$ cat src/hdl/rcp_pkg.sv
// Shared types and constants of the command parser.
// Byte classes, event kinds, queue item and status structs, limit registers.
// No dependencies.
package rcp_pkg;

    localparam logic [7:0] CH_STAR   = 8'h2A;
    localparam logic [7:0] CH_DOLLAR = 8'h24;
    localparam logic [7:0] CH_MINUS  = 8'h2D;
    localparam logic [7:0] CH_CR     = 8'h0D;
    localparam logic [7:0] CH_LF     = 8'h0A;
    localparam logic [7:0] CH_ZERO   = 8'h30;
    localparam logic [7:0] CH_NINE   = 8'h39;

    // width of the index and total fields of a result beat
    localparam int ARG_FIELD_BITS = 10;

    typedef enum logic [2:0] {
        CLS_OTHER,
        CLS_DIGIT,
        CLS_STAR,
        CLS_DOLLAR,
        CLS_MINUS,
        CLS_CR,
        CLS_LF
    } byte_class_t;

    typedef enum logic [1:0] {
        EV_ARG_BYTE = 2'd0,
        EV_COMPLETE = 2'd1,
        EV_ERROR    = 2'd2
    } event_kind_t;

    typedef enum logic {
        REG_MAX_ARG_COUNT     = 1'b0,
        REG_MAX_STRING_LENGTH = 1'b1
    } cfg_index_t;

    typedef struct packed {
        byte_class_t cls;
        logic [7:0]  data;
    } rcp_item_t;

    typedef struct packed {
        logic empty;
        logic full;
    } rcp_queue_status_t;

    typedef struct packed {
        logic [9:0]  max_arg_count;
        logic [15:0] max_string_length;
    } rcp_limits_t;

endpackage

$ cat src/hdl/rcp_classify.sv
// Front end: sorts each received byte into a class for the parser.
// Depends on rcp_pkg.
module rcp_classify
    import rcp_pkg::*;
(
    input  logic [7:0] data,
    output rcp_item_t  item
);

    always_comb
    begin
        item.data = data;
        if (data >= CH_ZERO && data <= CH_NINE)
        begin
            item.cls = CLS_DIGIT;
        end
        else
        begin
            case (data)
                CH_STAR:   item.cls = CLS_STAR;
                CH_DOLLAR: item.cls = CLS_DOLLAR;
                CH_MINUS:  item.cls = CLS_MINUS;
                CH_CR:     item.cls = CLS_CR;
                CH_LF:     item.cls = CLS_LF;
                default:   item.cls = CLS_OTHER;
            endcase
        end
    end

endmodule

$ cat src/hdl/rcp_queue.sv
// Two-entry queue of classified bytes between the front end and the parser.
// Depends on rcp_pkg.
module rcp_queue
    import rcp_pkg::*;
(
    input  logic              clk,
    input  logic              rst_n,
    input  logic              in_valid,
    output logic              in_ready,
    input  rcp_item_t         in_item,
    output logic              out_valid,
    input  logic              out_ready,
    output rcp_item_t         out_item,
    output rcp_queue_status_t status
);

    rcp_item_t  q_reg [2];
    logic       wr_ptr_reg;
    logic       rd_ptr_reg;
    logic [1:0] count_reg;
    logic       push;
    logic       pop;

    assign status.empty = (count_reg == 2'd0);
    assign status.full  = (count_reg == 2'd2);
    assign in_ready     = !status.full;
    assign out_valid    = !status.empty;
    assign out_item     = q_reg[rd_ptr_reg];
    assign push         = in_valid && in_ready;
    assign pop          = out_valid && out_ready;

    always_ff @(posedge clk or negedge rst_n)
    begin
        if (!rst_n)
        begin
            wr_ptr_reg <= 1'b0;
            rd_ptr_reg <= 1'b0;
            count_reg  <= 2'd0;
        end
        else
        begin
            if (push)
            begin
                wr_ptr_reg <= !wr_ptr_reg;
            end
            if (pop)
            begin
                rd_ptr_reg <= !rd_ptr_reg;
            end
            if (push && !pop)
            begin
                count_reg <= count_reg + 2'd1;
            end
            else if (pop && !push)
            begin
                count_reg <= count_reg - 2'd1;
            end
        end
    end

    always_ff @(posedge clk)
    begin
        if (push)
        begin
            q_reg[wr_ptr_reg] <= in_item;
        end
    end

endmodule

$ cat src/hdl/rcp_parser.sv
// Back end: command state machine, number accumulator and result register.
// Depends on rcp_pkg; fed from rcp_queue.
module rcp_parser
    import rcp_pkg::*;
#(
    parameter int ARG_INDEX_BITS = 10,
    parameter int LENGTH_BITS    = 16
)
(
    input  logic        clk,
    input  logic        rst_n,
    input  rcp_limits_t limits,
    input  logic        item_valid,
    output logic        item_ready,
    input  rcp_item_t   item,
    output logic        out_valid,
    input  logic        out_ready,
    output event_kind_t out_kind,
    output logic [7:0]  out_byte,
    output logic [ARG_FIELD_BITS-1:0] out_index,
    output logic        out_last,
    output logic [ARG_FIELD_BITS-1:0] out_total
);

    localparam int ACC_BITS = ((ARG_INDEX_BITS > LENGTH_BITS) ? ARG_INDEX_BITS
                                                             : LENGTH_BITS) + 1;
    localparam int MUL_BITS = ACC_BITS + 4;
    localparam int CMP_BITS = (ACC_BITS > 16) ? ACC_BITS : 16;
    localparam int WIDE_IDX = (ARG_INDEX_BITS > ARG_FIELD_BITS) ? ARG_INDEX_BITS
                                                               : ARG_FIELD_BITS;
    localparam logic [ACC_BITS-1:0] ACC_MAX = {ACC_BITS{1'b1}};

    typedef enum logic [2:0] {
        ST_ARRAY,
        ST_NUM_FIRST,
        ST_NUM,
        ST_ARG_START,
        ST_LEN_LF,
        ST_DATA,
        ST_END
    } state_t;

    state_t                    state_reg, state_next;
    logic [ACC_BITS-1:0]       acc_reg, acc_next;
    logic                      minus_reg, minus_next;
    logic                      count_known_reg, count_known_next;
    logic [ARG_INDEX_BITS-1:0] args_expected_reg, args_expected_next;
    logic [ARG_INDEX_BITS-1:0] args_finished_reg, args_finished_next;
    logic [LENGTH_BITS-1:0]    str_len_reg, str_len_next;
    logic [LENGTH_BITS-1:0]    str_rcvd_reg, str_rcvd_next;

    logic                      out_valid_reg, out_valid_next;
    event_kind_t               out_kind_reg, out_kind_next;
    logic [7:0]                out_byte_reg, out_byte_next;
    logic [ARG_FIELD_BITS-1:0] out_index_reg, out_index_next;
    logic                      out_last_reg, out_last_next;
    logic [ARG_FIELD_BITS-1:0] out_total_reg, out_total_next;

    logic                      take;
    logic                      ev_valid;
    logic                      do_clear;
    logic                      clear_to_num;
    logic [MUL_BITS-1:0]       acc_wide;
    logic [MUL_BITS-1:0]       acc_prod;
    logic [ACC_BITS-1:0]       acc_sat;
    logic                      count_bad;
    logic                      len_bad;
    logic [ARG_INDEX_BITS-1:0] args_fin_inc;
    logic [LENGTH_BITS-1:0]    str_rcvd_inc;

    function automatic logic [ARG_FIELD_BITS-1:0] to_field(
        input logic [ARG_INDEX_BITS-1:0] x
    );
        logic [WIDE_IDX-1:0] w;
        w = WIDE_IDX'(x);
        return w[ARG_FIELD_BITS-1:0];
    endfunction

    assign item_ready = !out_valid_reg || out_ready;
    assign take       = item_valid && item_ready;

    // times ten as two shifts and an add, add the digit, then saturate
    assign acc_wide = MUL_BITS'(acc_reg);
    assign acc_prod = (acc_wide << 3) + (acc_wide << 1) + MUL_BITS'(item.data[3:0]);
    assign acc_sat  = (acc_prod > MUL_BITS'(ACC_MAX)) ? ACC_MAX
                                                      : acc_prod[ACC_BITS-1:0];

    assign count_bad = minus_reg
                    || (CMP_BITS'(acc_reg) > CMP_BITS'(limits.max_arg_count))
                    || ((acc_reg >> ARG_INDEX_BITS) != '0);
    assign len_bad   = minus_reg
                    || (CMP_BITS'(acc_reg) > CMP_BITS'(limits.max_string_length))
                    || ((acc_reg >> LENGTH_BITS) != '0);

    assign args_fin_inc = args_finished_reg + ARG_INDEX_BITS'(1);
    assign str_rcvd_inc = str_rcvd_reg + LENGTH_BITS'(1);

    always_comb
    begin
        state_next         = state_reg;
        acc_next           = acc_reg;
        minus_next         = minus_reg;
        count_known_next   = count_known_reg;
        args_expected_next = args_expected_reg;
        args_finished_next = args_finished_reg;
        str_len_next       = str_len_reg;
        str_rcvd_next      = str_rcvd_reg;
        ev_valid           = 1'b0;
        out_kind_next      = EV_ARG_BYTE;
        out_byte_next      = 8'd0;
        out_index_next     = '0;
        out_last_next      = 1'b0;
        out_total_next     = '0;
        do_clear           = 1'b0;
        clear_to_num       = 1'b0;

        if (take)
        begin
            case (state_reg)
                ST_ARRAY:
                begin
                    if (item.cls == CLS_STAR)
                    begin
                        do_clear     = 1'b1;
                        clear_to_num = 1'b1;
                    end
                end
                ST_NUM_FIRST:
                begin
                    if (item.cls == CLS_DIGIT)
                    begin
                        acc_next   = ACC_BITS'(item.data[3:0]);
                        minus_next = 1'b0;
                        state_next = ST_NUM;
                    end
                    else if (item.cls == CLS_MINUS)
                    begin
                        acc_next   = '0;
                        minus_next = 1'b1;
                        state_next = ST_NUM;
                    end
                end
                ST_NUM:
                begin
                    if (item.cls == CLS_DIGIT)
                    begin
                        acc_next = acc_sat;
                    end
                    else if (item.cls == CLS_CR)
                    begin
                        acc_next   = '0;
                        minus_next = 1'b0;
                        if (!count_known_reg)
                        begin
                            if (count_bad)
                            begin
                                ev_valid      = 1'b1;
                                out_kind_next = EV_ERROR;
                                do_clear      = 1'b1;
                            end
                            else
                            begin
                                args_expected_next = acc_reg[ARG_INDEX_BITS-1:0];
                                args_finished_next = '0;
                                count_known_next   = 1'b1;
                                state_next = (acc_reg[ARG_INDEX_BITS-1:0] == '0)
                                           ? ST_END : ST_ARG_START;
                            end
                        end
                        else
                        begin
                            if (len_bad)
                            begin
                                ev_valid       = 1'b1;
                                out_kind_next  = EV_ERROR;
                                out_total_next = to_field(args_expected_reg);
                                do_clear       = 1'b1;
                            end
                            else
                            begin
                                str_len_next  = acc_reg[LENGTH_BITS-1:0];
                                str_rcvd_next = '0;
                                state_next    = ST_LEN_LF;
                            end
                        end
                    end
                end
                ST_ARG_START:
                begin
                    if (item.cls == CLS_DOLLAR)
                    begin
                        state_next = ST_NUM_FIRST;
                    end
                end
                ST_LEN_LF:
                begin
                    if (item.cls == CLS_LF)
                    begin
                        if (str_len_reg == '0)
                        begin
                            // empty argument: finish it without a byte beat
                            args_finished_next = args_fin_inc;
                            str_len_next       = '0;
                            str_rcvd_next      = '0;
                            state_next = (args_fin_inc == args_expected_reg)
                                       ? ST_END : ST_ARG_START;
                        end
                        else
                        begin
                            state_next = ST_DATA;
                        end
                    end
                end
                ST_DATA:
                begin
                    ev_valid       = 1'b1;
                    out_kind_next  = EV_ARG_BYTE;
                    out_byte_next  = item.data;
                    out_index_next = to_field(args_finished_reg);
                    out_last_next  = (str_rcvd_inc == str_len_reg);
                    out_total_next = to_field(args_expected_reg);
                    str_rcvd_next  = str_rcvd_inc;
                    if (str_rcvd_inc == str_len_reg)
                    begin
                        args_finished_next = args_fin_inc;
                        str_len_next       = '0;
                        str_rcvd_next      = '0;
                        state_next = (args_fin_inc == args_expected_reg)
                                   ? ST_END : ST_ARG_START;
                    end
                end
                ST_END:
                begin
                    if (item.cls == CLS_LF)
                    begin
                        ev_valid       = 1'b1;
                        out_kind_next  = EV_COMPLETE;
                        out_total_next = to_field(args_expected_reg);
                        do_clear       = 1'b1;
                    end
                end
                default:
                begin
                    do_clear = 1'b1;
                end
            endcase
        end

        if (do_clear)
        begin
            state_next         = clear_to_num ? ST_NUM_FIRST : ST_ARRAY;
            acc_next           = '0;
            minus_next         = 1'b0;
            count_known_next   = 1'b0;
            args_expected_next = '0;
            args_finished_next = '0;
            str_len_next       = '0;
            str_rcvd_next      = '0;
        end

        // load a new beat whenever the result register is free or being taken
        if (item_ready)
        begin
            out_valid_next = take && ev_valid;
        end
        else
        begin
            out_valid_next = out_valid_reg;
        end
    end

    always_ff @(posedge clk or negedge rst_n)
    begin
        if (!rst_n)
        begin
            state_reg         <= ST_ARRAY;
            acc_reg           <= '0;
            minus_reg         <= 1'b0;
            count_known_reg   <= 1'b0;
            args_expected_reg <= '0;
            args_finished_reg <= '0;
            str_len_reg       <= '0;
            str_rcvd_reg      <= '0;
            out_valid_reg     <= 1'b0;
            out_kind_reg      <= EV_ARG_BYTE;
            out_byte_reg      <= 8'd0;
            out_index_reg     <= '0;
            out_last_reg      <= 1'b0;
            out_total_reg     <= '0;
        end
        else
        begin
            state_reg         <= state_next;
            acc_reg           <= acc_next;
            minus_reg         <= minus_next;
            count_known_reg   <= count_known_next;
            args_expected_reg <= args_expected_next;
            args_finished_reg <= args_finished_next;
            str_len_reg       <= str_len_next;
            str_rcvd_reg      <= str_rcvd_next;
            out_valid_reg     <= out_valid_next;
            if (take && ev_valid)
            begin
                out_kind_reg  <= out_kind_next;
                out_byte_reg  <= out_byte_next;
                out_index_reg <= out_index_next;
                out_last_reg  <= out_last_next;
                out_total_reg <= out_total_next;
            end
        end
    end

    assign out_valid = out_valid_reg;
    assign out_kind  = out_kind_reg;
    assign out_byte  = out_byte_reg;
    assign out_index = out_index_reg;
    assign out_last  = out_last_reg;
    assign out_total = out_total_reg;

endmodule

$ cat src/hdl/resp_command_parser_top.sv
// Top level of the command parser: limit registers, front end, queue, parser.
// Depends on rcp_pkg, rcp_classify, rcp_queue and rcp_parser.

// Parses '*'-counted arrays of '$'-length strings at one byte per clock while
// the output is not stalled. Each received byte is classified, held in a
// two-entry queue and handled by the parser, whose state update (times-ten
// accumulate with saturation and a limit compare) sets the rate. A byte passes
// the queue register, then its result beat is loaded into the result register.
// Each byte gives at most one result beat: an argument byte (tuser 0, tlast on
// the final byte of an argument), message complete (1) on the closing line
// feed, or a protocol error (2) on the carriage return ending a negative or
// over-limit number, after which the parser waits for the next '*'. Bytes not
// expected in the current state are dropped. Write the limits only while idle.
module resp_command_parser_top
    import rcp_pkg::*;
#(
    parameter int ARG_INDEX_BITS = 10,
    parameter int LENGTH_BITS    = 16
)
(
    input  logic        clk,
    input  logic        rst_n,
    input  logic        s_tvalid,
    output logic        s_tready,
    input  logic [7:0]  s_tdata,   // [7:0] rx_byte
    output logic        m_tvalid,
    input  logic        m_tready,
    output logic [31:0] m_tdata,   // [7:0] arg_byte, [17:8] arg_index, [27:18] arg_total
    output logic        m_tlast,
    output logic [1:0]  m_tuser,   // [1:0] event_kind
    input  logic        cfg_we,
    input  logic [0:0]  cfg_index,
    input  logic [15:0] cfg_data
);

    rcp_limits_t       limits_reg;
    rcp_item_t         front_item;
    rcp_item_t         back_item;
    rcp_queue_status_t q_status;
    logic              back_valid;
    logic              back_ready;
    event_kind_t       out_kind;
    logic [7:0]        out_byte;
    logic [ARG_FIELD_BITS-1:0] out_index;
    logic [ARG_FIELD_BITS-1:0] out_total;

    always_ff @(posedge clk or negedge rst_n)
    begin
        if (!rst_n)
        begin
            limits_reg.max_arg_count     <= 10'd1023;
            limits_reg.max_string_length <= 16'd65535;
        end
        else if (cfg_we)
        begin
            case (cfg_index_t'(cfg_index))
                REG_MAX_ARG_COUNT:     limits_reg.max_arg_count     <= cfg_data[9:0];
                REG_MAX_STRING_LENGTH: limits_reg.max_string_length <= cfg_data;
                default:               limits_reg <= limits_reg;
            endcase
        end
    end

    rcp_classify u_classify (
        .data (s_tdata),
        .item (front_item)
    );

    rcp_queue u_queue (
        .clk       (clk),
        .rst_n     (rst_n),
        .in_valid  (s_tvalid),
        .in_ready  (s_tready),
        .in_item   (front_item),
        .out_valid (back_valid),
        .out_ready (back_ready),
        .out_item  (back_item),
        .status    (q_status)
    );

    rcp_parser #(
        .ARG_INDEX_BITS (ARG_INDEX_BITS),
        .LENGTH_BITS    (LENGTH_BITS)
    ) u_parser (
        .clk        (clk),
        .rst_n      (rst_n),
        .limits     (limits_reg),
        .item_valid (back_valid),
        .item_ready (back_ready),
        .item       (back_item),
        .out_valid  (m_tvalid),
        .out_ready  (m_tready),
        .out_kind   (out_kind),
        .out_byte   (out_byte),
        .out_index  (out_index),
        .out_last   (m_tlast),
        .out_total  (out_total)
    );

    assign m_tuser = out_kind;
    assign m_tdata = {4'd0, out_total, out_index, out_byte};

    // nothing queued and the last beat taken: no new beat can appear
    assert property (@(posedge clk) disable iff (!rst_n)
        $past(q_status.empty) && $past(m_tready) |-> !m_tvalid)
        else $error("result beat without a queued byte");

    assert property (@(posedge clk) disable iff (!rst_n)
        q_status.full |-> !s_tready)
        else $error("byte accepted into a full queue");

    assert property (@(posedge clk) disable iff (!rst_n)
        m_tvalid && m_tlast |-> m_tuser == EV_ARG_BYTE)
        else $error("last-of-argument flag on a non-byte event");

    assert property (@(posedge clk) disable iff (!rst_n)
        m_tvalid && m_tuser != EV_ARG_BYTE |-> m_tdata[17:0] == 18'd0)
        else $error("byte or index set on a non-byte event");

endmodule
$ cat config.mk
export PLATFORM = sky130hd
export DESIGN_NAME = resp_command_parser_top
export DESIGN_NICKNAME = d
export VERILOG_FILES = /design/src/hdl/rcp_pkg.sv /design/src/hdl/rcp_classify.sv /design/src/hdl/rcp_queue.sv /design/src/hdl/rcp_parser.sv /design/src/hdl/resp_command_parser_top.sv
export SDC_FILE = /design/constraint.sdc
export NUM_CORES = 1
export LEC_CHECK = 0
export BUFFER_PORTS_ARGS = -buffer_cell sky130_fd_sc_hd__buf_2
export CAP_MARGIN = 20
export CORE_MARGIN = 2
export CORE_UTILIZATION = 62
export CTS_CLUSTER_SIZE = 14
export DETAILED_ROUTE_END_ITERATION = 12
export PLACE_DENSITY = 0.81
export SYNTH_ARGS = -nofsm -noshare
export SYNTH_HDL_FRONTEND = slang
export SYNTH_HIERARCHICAL = 1
export SYNTH_SLANG_ARGS = --single-unit
export TNS_END_PERCENT = 50
$ cat constraint.sdc
create_clock -name clk -period 4.2 [get_ports clk]
set_input_delay 0.84 -clock clk [delete_from_list [all_inputs] [get_ports clk]]
set_output_delay 0.84 -clock clk [all_outputs]
set_load 0.01 [all_outputs]
; ---- Yosys cells after proc, flatten, opt, wreduce, memory -nomap -nowiden
; Memory sizes are Yosys's and may differ from the RTL's.
; Cells that the tools add are included.
[totals]
reg_bits = 136
ram_bits = 22
in_bits = 30
mem_count = 1
[classes]
add_sub_neg = 6
order_cmp = 5
eq_ne = 37
mux = 114
bitwise_logic = 1
n_reduce_logical = 41
[mem_list]
columns = memory, depth, width, read_ports, rd_ports_with_merged_regs, write_ports, line
row1 = u_queue.q_reg, 2, 11, 1, 0, 1, rcp_queue.sv:17  ; rcp_item_t q_reg [2];
[op_table]
columns = cell, n
row1 = two-way mux 16 bit, 16
row2 = two-way mux 10 bit, 24
row3 = two-way mux 17 bit, 7
row4 = case mux 16 bit (3 select lines), 2
row5 = case mux 10 bit (3 select lines), 2
row6 = two-way mux 3 bit, 16
row7 = case mux 17 bit (2 select lines), 1
row8 = two-way mux 1 bit, 30
row9 = case mux 3 bit (5 select lines), 2
row10 = "== test 8 x 6 -> 1 bit, second input constant", 3
row11 = adder 20 x 18 -> 21 bit, 1
row12 = adder 21 x 4 -> 21 bit, 1
row13 = "greater-than comparator 21 x 17 -> 1 bit, second input constant", 1
row14 = "== test 3 bit, second input constant", 6
row15 = "inequality test 3 x 1 -> 1 bit, second input constant", 6
row16 = AND reduction 9 bit, 2
row17 = greater-than comparator 17 x 10 -> 1 bit, 1
row18 = greater-than comparator 17 x 16 -> 1 bit, 1
row19 = nonzero test 17 bit, 1
row20 = "adder 16 x 1 -> 16 bit, second input constant", 1
row21 = == test 16 bit, 1
row22 = "== test 8 x 4 -> 1 bit, second input constant", 2
row23 = zero test 16 bit, 1
row24 = two-way mux 2 bit, 8
row25 = 39 further kinds, 68

; ---- Depth between registers and ports, before layout
; Gate-level depths: netlist of run 1.
[logic_depth]
depth_word = 11
depth_mapped = 15

; ---- Hierarchy
; The synthesis of run 1 kept the hierarchy.
[modules_own_cells]
columns = module, instances, cells_each, area_per_inst_um2, seq_area_each_um2
row1 = rcp_parser, 1, 897, 7723.7, 2652.5
row2 = resp_command_parser_top, 1, 61, 1119.8, 683.2
row3 = rcp_queue, 1, 54, 1014.7, 760.7
row4 = rcp_classify, 1, 26, 170.2, 0.0

; ---- Worst setup path after synthesis of run 1
; No wires, ideal clock.
[synth_timing]
path_type = reg-to-reg
from = register u_queue.rd_ptr_reg
to = register u_parser.acc_reg[10]
setup_ns = 0.146
arrival_ns = 3.460
path_slack_ns = 0.594
stages_incl_launch_ff = 15
n_path_buf = 2
period_less_slack_ns = 3.606
cell_sequence = dfrtp_1 -> buf_6 -> mux2_2 -> fa_1 -> inv_1 -> fa_1 -> nor2b_1 -> o31a_1 -> o21ba_2 -> o21ai_0 -> o21ai_0 -> nand3_1 -> o21bai_1 -> clkbuf_1 -> o211ai_1
[synth_rtl]
columns = item, line
row1 = from (decl), rcp_queue.sv:19  ; logic rd_ptr_reg;
row2 = from (signal assigned), rcp_queue.sv:48  ; rd_ptr_reg <= !rd_ptr_reg;
row3 = to (signal assigned), rcp_parser.sv:294  ; acc_reg <= acc_next;
row4 = to (decl), rcp_parser.sv:44  ; logic [ACC_BITS-1:0] acc_reg, acc_next;

==> results of run 1 <==
==> layout by cell type (no fill, tap or decap), drive strengths merged, types with 7 or more instances in the layout <==
| cell | instances |
|---|---|
| a211oi | 10 |
| a21oi | 38 |
| a22o | 30 |
| a31oi | 12 |
| and2 | 7 |
| and3 | 8 |
| buf | 91 |
| clkbuf | 17 |
| dfrtp | 110 |
| dfstp | 26 |
| edfxtp | 22 |
| ha | 63 |
| inv | 91 |
| mux2 | 41 |
| mux2i | 12 |
| nand2 | 75 |
| nand2b | 11 |
| nand3 | 54 |
| nand4 | 14 |
| nor2 | 49 |
| nor2b | 14 |
| nor3 | 15 |
| nor4 | 26 |
| o211ai | 14 |
| o21ai | 76 |
| o22a | 8 |
| or2 | 7 |
| or3 | 10 |
| xnor2 | 34 |
| xor2 | 18 |
==> metrics by stage <==
| step | setup WS, ps | cells | util, % | cell area, µm² |
|---|---|---|---|---|
| 5_1_grt | 162 | 1313 | 70.3 | 11100 |
| 6_report | 410 | 1313 | 70.3 | 11100 |
| 3_5_place_dp | 551 | 1280 | 66.3 | 10500 |
| 3_3_place_gp | 701 | 1280 | 66.3 | 10500 |
| 2_1_floorplan | 594 | 1039 | - | 10000 |
| 4_1_cts | 480 | 1312 | 70.1 | 11100 |
==> power groups by stage <==
stage | combinational (mW) | clock (mW) | sequential [mW]
3_3_place_gp | 2.53 | 0 | 2.23
2_1_floorplan | 1.83 | 0 | 2.22
4_1_cts | 2.64 | 1.63 | 2.23
6_report | 2.70 | 1.61 | 2.23
3_5_place_dp | 2.59 | 0 | 2.25
5_1_grt | 2.94 | 1.70 | 2.27
==> cell type report <==
type                       count  share of cell area (%)
sequential                   158                    36.8
multi-input combinational    731                    47.4
clock inverter                15                    1.66
inverter                      85                    2.87
timing repair buffer          91                    4.98
tap                          216                    2.43
clock buffer                  17                    3.82
==> worst max-delay path, cell delays in order, from the launching register on <==
cell	delay, ps
sky130_fd_sc_hd__dfrtp_1	370
sky130_fd_sc_hd__buf_4	210
sky130_fd_sc_hd__mux2_2	390
sky130_fd_sc_hd__ha_1	300
sky130_fd_sc_hd__ha_1	210
sky130_fd_sc_hd__inv_1	70
sky130_fd_sc_hd__fa_1	400
sky130_fd_sc_hd__nor2b_1	160
sky130_fd_sc_hd__o31a_1	220
sky130_fd_sc_hd__o21ba_2	160
sky130_fd_sc_hd__o21ai_0	140
sky130_fd_sc_hd__o21ai_0	220
sky130_fd_sc_hd__nand3_1	210
sky130_fd_sc_hd__o21bai_1	240
sky130_fd_sc_hd__buf_4	230
sky130_fd_sc_hd__o211ai_1	120
==> worst paths after layout <==
check | from | end | cells past startpoint
max reg2reg | u_queue/rd_ptr_reg | u_parser/acc_reg[14] | 15
min reg2reg | u_queue/wr_ptr_reg | u_queue/wr_ptr_reg | 1
min | rst_n | u_parser/str_rcvd_reg[13] | 1
max in group asynchronous | rst_n | limits_reg[13] | 3
max | u_queue/rd_ptr_reg | u_parser/acc_reg[14] | 15
min in group clk | u_queue/wr_ptr_reg | u_queue/wr_ptr_reg | 1
==> routing by layer <==
metal | track usage, % | part of all wire [%] | vias up
met3 | 5.90 | 6.4 | 73
li1 | - | - | 3837
met4 | 12.5 | 3.1 | 0
met1 | 38.0 | 43 | 3989
met5 | 0 | 0 | -
met2 | 46.4 | 48 | 366
==> impl.org, run 1 <==
** Route
- DRT Wirelength :: 24400 µm
- Number of DRC violations after detailed routing :: 0
- After detailed routing, the average wire length per cell comes to 18.6 µm.
- The first detailed-routing pass took 6 iterations.
- For this block, the via count after detailed routing is 8265.
- The detailed router finished its first iteration with 997 violations.
- Number of antenna-violating nets in the routed design :: 0
- After detailed routing, the number of vias per cell comes to 6.29.

** Placed design
- Once detailed placement completed, the half-perimeter wirelength came to 16700 µm.
- At the end of routability-driven placement, the weighted congestion stood at 0.925.
- Input and output buffers added on the ports amount to 62.

** Die
- Die area :: 17200 µm²
- Starting density of the core :: 63.3%
- Core Rows :: 46
- The core region is 15800 µm².
- Die Span X :: 131 µm
- For this design the top-level I/O count stands at 67.
- Die Y-Extent :: 131 µm

** Power and ir drop
- In this run, the clock network consumes 24.6% of the power.
- In this run the power density over the cells is 588 nW/µm².
- Comb power frac :: 41.3%
- Summed over all nets, the switching power comes to 2.59 mW.
- The worst-case IR drop observed on VDD is 519 µV.
- Summed over all cells, the static leakage comes to 5.09 nW.
- Registers are responsible for 34.2% of the overall power.
- Tot Pwr :: 6.54 mW
- Net switching is 39.6% of the power.
- The internal portion of the total power is 3.95 mW.

** Layout
- The area growth from synthesis to layout is 11.0%.
- Final nets :: 1179
- Across the whole layout, storage elements account for 4100 µm².
- Number of fill cells :: 1178
- In the final layout, the multi-input gates occupy 5270 µm².
- The register with the most flip-flops in the layout has 26 of them.
- The post-route netlist has 19.5% of its cells at a drive strength greater than 1.
- Antenna diode instance count :: 0

** Timing
- For the pin with the worst max-slew slack, the measured transition is 958 ps.
- Clock skew on the completed layout was measured at 8.51 ps.
- The clock period could shrink to 3790 ps.
- Worst slew margin :: 35.9%
- Final clock period utilization by the worst path :: 90.2%
- Setup repair after global routing left no endpoint under its margin.
- Timing-limited maximum frequency :: 264 MHz
- Slew Viols, Final :: 0
- Final setup fails :: 0
- After routing, the total negative slack on setup checks comes to 0 ps.
- Minimum hold slack :: 217 ps
- The final-report hold violation count was 0.

** Global route
- The number of global-route vias before repair came to 7995.
- The number of antenna violations at the first check in global routing came to 0.
- Global Route Usage Sum :: 28.8%
- Wire length of the first global-routing pass :: 40200 µm
- Entering global routing, the biggest net connects 112 pins.
- Total global routing overflow :: 0

** Clocking
- The number of setup buffers added after CTS is 0.
- Number of clock buffers inserted by TritonCTS :: 17
- The clock reaches the later pin of the worst-skew pair after 430 ps.
- CTS saw 158 sinks.
- Total of hold buffers inserted after clock tree synthesis :: 0
- Root cell of the clock tree :: sky130_fd_sc_hd__clkbuf_16
- Maximum level of the CTS H-tree :: 4
- After clock tree synthesis, the clock-pin slew on the worst setup and hold paths is 70 ps.
- Gates resized during post-CTS repair numbered 0.
- TritonCTS built the clock tree.
- The clock passes through at most 2 buffers.

** Setup path
- The critical path is of the reg2reg type.
- Flop-to-flop setup slack :: 410 ps
- STA puts the critical path data arrival time at 4080 ps.
- For the worst setup path, the data required time is 4490 ps.
- Maximum net fanout on the critical path :: 11
- Category of the worst setup path capture point :: flip-flop
- STA classifies the critical path startpoint as a flip-flop.

** Synth
- Mean Syn Cell Area :: 9.67 µm²
- Yosys warns :: 6
- The cell count after synthesis came out at 1036.
- After synthesis the cells add up to 10000 µm².

** Min path
- Type of the most critical hold path :: in2async

** Run
- Max cap viols :: 0

** Status
- Outcome :: finished clean
Note: power is estimated with default switching activity, not from simulation.
==> inputs of run 2 (changes only) <==
- CORE_UTILIZATION: 62 -> 56
- PLACE_DENSITY: 0.81 -> 0.78
- clock period: 4.2 -> 3.1 ns (I/O delays scaled with it)
==> run 2 against run 1 <==
The flow now finishes with violations (negative setup slack); core utilization fell by 0.23 points; critical endpoint is now u_parser/acc_reg[1]; sequential power rose by 33%; clock skew rose by 4.6 ps; power rose by 49%; final cell count rose by 6.8%; largest power group unchanged; critical path type unchanged.
==> impl.org, run 2 (synthesized netlist as in run 1, its figures left out) <==
** Status
- The flow ran to the end, but the final reports show violations.
- The final reports fail on negative setup slack.

** Clocking
- CTS tree :: done
- Clock latency on the worst-skew pair, taken at its later pin, is 440 ps.
- Clock tree synthesis found a total of 158 sinks.
- Root cell of the clock tree :: sky130_fd_sc_hd__clkbuf_16
- Number of buffers on the longest clock path :: 2
- Clock-pin slew was measured on the worst setup and hold paths at 70 ps.
- Maximum level of the CTS H-tree :: 4
- Number of clock buffers inserted by TritonCTS :: 17
- Buffers inserted to repair hold after CTS numbered 0.

** Timing
- Setup repair after global routing could not meet its margin everywhere.
- After layout, the worst path uses 107% of the clock period.
- Setup violations remaining at the end of the flow were counted as 23.
- In this run the tightest slew margin relative to its limit is 41.5%.
- Final critical delay including setup and external delays :: 3320 ps
- At the pin with the least slew margin, the transition time is 878 ps.
- Clk_skew :: 13.1 ps
- The final-report hold violation count came to 0.
- Timing-limited maximum frequency :: 301 MHz
- Hold timing on the final database bottoms out at a slack of 265 ps.
- Smallest setup slack after layout :: -224 ps
- Slew Viols, Final :: 0

** Power and ir drop
- Ratio of total power to cell area :: 800 nW/µm²
- Maximum vdd ir drop :: 613 µV
- Static leakage :: 5.56 nW

** Global route
- Global Route Usage Sum :: 27.5%
- The total overflow left after global routing is 0.
- The number of global-route vias before repair was 8179.
- Entering global routing, the biggest net connects 92 pins.
- Wire length of the first global-routing pass :: 40800 µm
- Number of antenna violations at the first check in global routing :: 0

** Setup path
- In this run the critical register-to-register path is launched from u_queue/rd_ptr_reg.
- The worst register-to-register path has a depth of 12.
- Tracing the worst setup path back leads to its startpoint at u_queue/rd_ptr_reg.
- Cell repeated most along the worst path :: sky130_fd_sc_hd__o21ai_2
- Category of the worst setup path capture point :: flip-flop
- At the worst endpoint, the required time is 3400 ps.
- Across all register-to-register paths, the minimum setup slack is -220 ps.
- In this run the worst path has a maximum fanout of 6.
- Critical-path cell with the highest stage delay :: sky130_fd_sc_hd__fa_1
- The worst register-to-register path ends at u_parser/acc_reg[1].
- The largest single stage delay on the critical path is 570 ps.
- Counting both buffers and inverters, the worst setup path holds a total of 1.
- Worst path cell trace :: mux2_4 -> fa_1 -> inv_2 -> fa_2 -> nor2b_2 -> o31a_1 -> o21ba_2 -> o21ai_2 -> o21ai_2 -> nand3_4 -> nor4_2 -> o31ai_1
- Nature of the critical path startpoint :: flip-flop
- The kind of cell with the highest combined delay along the critical path is adder cells.
- Data on the critical path arrives at its endpoint at 3620 ps.
- Type of the setup path with the least slack :: reg2reg

** Route
- Number of DRC violations after detailed routing :: 0
- First-iteration detailed-routing DRC count :: 792
- DRT Wirelength :: 25800 µm
- The pre-antenna-repair detailed-routing pass consisted of 5 iterations.
- The detail route stage leaves a number of antenna-violating nets equal to 0.
- Post-DR vias/cell :: 6.14
- The final route contains 8606 vias.
- After detailed routing, the average wire length per cell comes to 18.4 µm.

** Layout
- Final nets :: 1259
- In the layout the commonest cells are 110 x sky130_fd_sc_hd__dfrtp_1, 91 x sky130_fd_sc_hd__buf_4, 78 x sky130_fd_sc_hd__inv_1.
- The finished cells cover 12200 µm².
- The repair_antennas step left the layout with diodes totalling 0.
- The register with the most flip-flops in the layout has 26 of them.
- The count of cells in the finished layout, fillers not included, comes to 1402.
- Commonest non-fill, non-tap cell in the layout :: sky130_fd_sc_hd__dfrtp_1
- Of the cells placed in the final design, the portion with a size suffix greater than 1 is 29.8%.
- From synthesis to final layout, the design area changed by 21.8%.

** Placed design
- Routability Congestion :: 0.913
- Port Buffer Count :: 62
- DP Wirelength :: 17800 µm
- Inst Count DP :: 1346
- Once placement finished, the instance area stood at 11000 µm².

** Die
- Die Span X :: 138 µm
- Total I/O pin count :: 67
- Die area :: 19000 µm²
- The floorplan step set the die height to 138 µm.
- Core Rows :: 48
- Starting density of the core :: 57.5%
- The region available for standard cell placement spans 17400 µm².

** Min path
- The worst hold path belongs to the class in2async.

** Run
- Max cap viols :: 0
[run 2: changes by cell type in the layout (fill, tap and decap cells not counted), sizes merged]
cell      before  now
buf           91  169
clkbuf        17   18
and2           7    8
clkinvlp       4    2
clkinv         2    6
bufinv         3    1
[run 2: per-stage QoR]
step                TNS [ps]  setup slack (ps)  total power, mW  utilization [%]
detailed placement     -8580              -242             6.95             63.3
finish                 -2980              -224             9.76             70.1
floorplan              -1980              -144             5.51                -
global route           -7320              -354             10.3             70.1
global placement       -3650              -129             6.82             63.3
CTS                    -1690              -133             9.29             68.0
[run 2: how the worst max path moves through the flow]
| stage | to | slack, ps | cells past startpoint |
|---|---|---|---|
| 2_1_floorplan | u_parser/acc_reg[10] | -140 | 14 |
| 3_3_place_gp | u_parser/acc_reg[11] | -130 | 11 |
| 3_5_place_dp | u_parser/args_finished_reg[0] | -240 | 10 |
| 4_1_cts | u_parser/acc_reg[2] | -130 | 12 |
| 5_1_grt | u_parser/acc_reg[1] | -350 | 12 |
| 6_report | u_parser/acc_reg[1] | -220 | 12 |
[run 2: final cells by class]
class	count	area [µm²]
sequential	158	4100
tap	225	282
fill	1268	5220
clock inverter	15	154
multi-input combinational	732	5660
inverter	85	319
timing repair buffer	170	1260
clock buffer	17	425
[run 2: what timing repair did]
action / 4_1_cts / 5_1_grt
pin swaps: 15 / 42
gates resized for setup: 32 / 60
cloned: 2 / 2
setup endpoints to repair: 64 / 104
buffers inserted: 6 / 15
[run 2: per-layer routing]
| layer | vias to the layer above | wire length, µm | GRT usage [%] |
|---|---|---|---|
| li1 | 4006 | - | - |
| met1 | 4221 | 11300 | 36.8 |
| met2 | 319 | 12500 | 45.1 |
| met3 | 60 | 1310 | 4.75 |
| met4 | 0 | 662 | 9.47 |
| met5 | - | 0 | 0 |
[run 2: where the power goes]
part           switching, mW  internal, mW  total, mW
combinational           2.61          2.12       4.73
sequential             0.340          2.62       2.96
clock                  0.947          1.13       2.08
total                   3.89          5.87       9.76
==> inputs of run 3 (changes only) <==
- CORE_ASPECT_RATIO: default -> 2
- PLACE_DENSITY: 0.78 -> 0.83
==> run 3 against run 2 <==
The flow still finishes with violations (negative setup slack); power is essentially flat; critical path depth rose by 1; die area is 0.34% higher; final cell count fell by 0.86%; routed wire length up 7.9%; via count up 0.85%; hold slack got worse by 170 ps; flip-flop and latch count did not move; design area up 0.63%; combinational power decreased by 3%; clock-buffer cell count increased by 3; critical endpoint is now u_parser/acc_reg[3]; highest routed layer unchanged.
==> impl.org, run 3 (synthesized netlist as in run 1, its figures left out) <==
** Layout
- In the final design database the tool counted 1260 nets.
- The library cell used most frequently in the layout, excluding fill and tap cells, is sky130_fd_sc_hd__dfrtp_1.
- Cells fill 69.7% of the core in the end.
- Max reg flops :: 26
- The top cell types in the final layout, fill and taps aside, are 110 x sky130_fd_sc_hd__dfrtp_1, 92 x sky130_fd_sc_hd__buf_4, 78 x sky130_fd_sc_hd__inv_1.
- Area Growth Syn to Fin :: 22.5%
- After routing the design area is 12300 µm².
- Cells with a size suffix above 1 make up 30.2% of the layout.
- 0 antenna diodes ended up in the layout.

** Die
- Core region area :: 17600 µm²
- Die Y-Extent :: 193 µm
- The die is 98.6 µm wide.
- Die area :: 19000 µm²
- The floorplan has 69 rows.
- Starting density of the core :: 56.9%
- For this design the top-level I/O count stands at 67.

** Setup path
- In this run the worst path has a maximum fanout of 6.
- The critical path contains buffers and inverters numbering 2 combined.
- Slowest stage delay, CP :: 520 ps
- Data arrival time of the critical path :: 3660 ps
- The worst setup path is launched from a flip-flop.
- Among cell families on the critical path, the largest total delay comes from adder cells.
- The signal on the critical path passes through mux2_4 -> fa_1 -> inv_1 -> fa_2 -> nor2b_2 -> o31a_1 -> o21ba_4 -> o21ai_4 -> or3_4 -> nand3_4 -> buf_4 -> nor4_4 -> o31ai_1.
- The worst setup path is of the reg2reg kind.
- Category of the worst setup path capture point :: flip-flop
- For the worst setup path, the data required time is 3410 ps.
- On the critical path, the stage with the largest delay is an instance of sky130_fd_sc_hd__fa_1.

** Power and ir drop
- Maximum vdd ir drop :: 593 µV
- Ratio of total power to cell area :: 796 nW/µm²
- Static leakage :: 5.59 nW

** Timing
- Setup repair after global routing missed its margin :: yes
- Measured against its own limit, the worst slew margin works out to 38.6%.
- Final setup fails :: 70
- After routing, the total negative slack on setup checks comes to -5800 ps.
- In the post-route analysis, the smallest setup slack over all paths is -253 ps.
- For the final database, setup skew stands at 12.4 ps.
- Based on the critical path, the design can be clocked at up to 298 MHz.
- The final-report hold violation count was 0.
- Final clock period utilization by the worst path :: 108%
- For the pin with the worst max-slew slack, the measured transition is 918 ps.
- The number of max-slew violations in the final report was 0.
- The smallest clock period supported by the final layout is computed as 3350 ps.

** Route
- Post-DR vias/cell :: 6.24
- After detailed routing, the number of remaining DRC violations is 0.
- First-iteration detailed-routing DRC count :: 698
- Number of antenna-violating nets in the routed design :: 0
- Wires add up to 27800 µm.
- The first detailed-routing pass ran for 5 iterations.
- In the final routed layout, each cell accounts on average for 20.0 µm.
- Detailed routing inserted a total of 8679 vias.

** Clocking
- The clock passes through at most 2 buffers.
- Root cell of the clock tree :: sky130_fd_sc_hd__clkbuf_16
- Maximum level of the CTS H-tree :: 4
- Total of hold buffers inserted after clock tree synthesis :: 0
- CTS tree :: done
- The tree built by TritonCTS fans out to 158 sinks.
- Clock tree synthesis inserted a total of 17 buffers.
- The later pin in the worst-skew pair is clocked with a latency of 430 ps.
- Clock-pin slew was measured on the worst setup and hold paths at 70 ps.

** Global route
- Global routing used 28.0% of the available tracks across all layers.
- The number of antenna violations at the first check in global routing is 0.
- The number of global-route vias before repair came to 8624.
- Wire length of the first global-routing pass :: 42600 µm
- Entering global routing, the biggest net connects 68 pins.
- Total global routing overflow :: 0

** Placed design
- Port Buffer Count :: 62
- Routability Congestion :: 0.894
- Placed inst area :: 11000 µm²
- The HPWL after detailed placement is 19000 µm.

** Status
- Outcome :: finished, violations left
- Violations in the final reports :: negative setup slack

** Min path
- Type of the most critical hold path :: in2async

** Run
- Max cap viols :: 0
==> run 3: cell count changes in the layout (fill, tap and decap cells not counted), sizes merged <==
| cell | delta |
|---|---|
| clkbuf | +3 |
| clkinvlp | -2 |
| clkinv | -1 |
| buf | +1 |
| and2 | -1 |
| bufinv | +1 |
| inv | -2 |
| a21o | +1 |
==> run 3: metal layers <==
layer  track usage, %  share of wire (%)  vias up
met2             49.6                 52      346
met1             32.1                 38     4230
li1                 -                  -     4006
met5                0                  0        -
met4             16.2                5.2        0
met3             3.97                4.8       97
==> run 3: timing repair <==
item,4_1_cts,5_1_grt
buffers inserted,5,12
endpoints found under the setup margin,68,100
gates cloned,3,1
pin swaps,20,57
gates resized for setup,41,70
hold endpoints to repair,0,0
==> run 3: area by class of cell <==
type	instances	area (µm²)
multi-input cells	732	5740
fillers	1267	5340
flip-flops and latches	158	4100
repair buffers	171	1260
clock buffers	20	467
inverters	85	319
well taps	213	267
clock inverters	11	129
==> run 3: final timing paths <==
kind                                    startpoint                 endpoint  slack, ps  cells after the start
worst max-delay path            u_queue/rd_ptr_reg      u_parser/acc_reg[3]       -250                     13
worst min-delay path                         rst_n  u_parser/str_len_reg[4]         90                      1
worst min register to register  u_queue/wr_ptr_reg       u_queue/wr_ptr_reg        500                      1
worst max register to register  u_queue/rd_ptr_reg      u_parser/acc_reg[3]       -250                     13
max in group asynchronous                    rst_n           limits_reg[12]       2230                      2
min in group clk                        s_tdata[6]      u_queue/q_reg[0][6]        410                      1
==> run 3: through the flow <==
stage | power, mW | cells | setup slack [ps] | hold WS [ps]
2_1_floorplan | 5.51 | 1039 | -144 | 324
4_1_cts | 9.24 | 1377 | -81.1 | 93.1
5_1_grt | 10.3 | 1390 | -371 | 111
6_report | 9.77 | 1390 | -253 | 91.9
3_5_place_dp | 6.90 | 1338 | -291 | 492
3_3_place_gp | 6.77 | 1338 | -124 | 479
==> run 3: power breakdown <==
group | switching (mW) | total, mW | internal, mW
logic | 2.56 | 4.61 | 2.05
registers | 0.418 | 3.04 | 2.62
clock network | 0.874 | 2.13 | 1.25
==> run 3: worst register-to-register path, stage by stage, from the launching register on <==
cell and delay [ps]:
sky130_fd_sc_hd__dfrtp_1 420, sky130_fd_sc_hd__mux2_4 330, sky130_fd_sc_hd__fa_1 520, sky130_fd_sc_hd__inv_1 60, sky130_fd_sc_hd__fa_2 350, sky130_fd_sc_hd__nor2b_2 130, sky130_fd_sc_hd__o31a_1 190, sky130_fd_sc_hd__o21ba_4 180
sky130_fd_sc_hd__o21ai_4 70, sky130_fd_sc_hd__or3_4 360, sky130_fd_sc_hd__nand3_4 160, sky130_fd_sc_hd__buf_4 150, sky130_fd_sc_hd__nor4_4 40, sky130_fd_sc_hd__o31ai_1 290
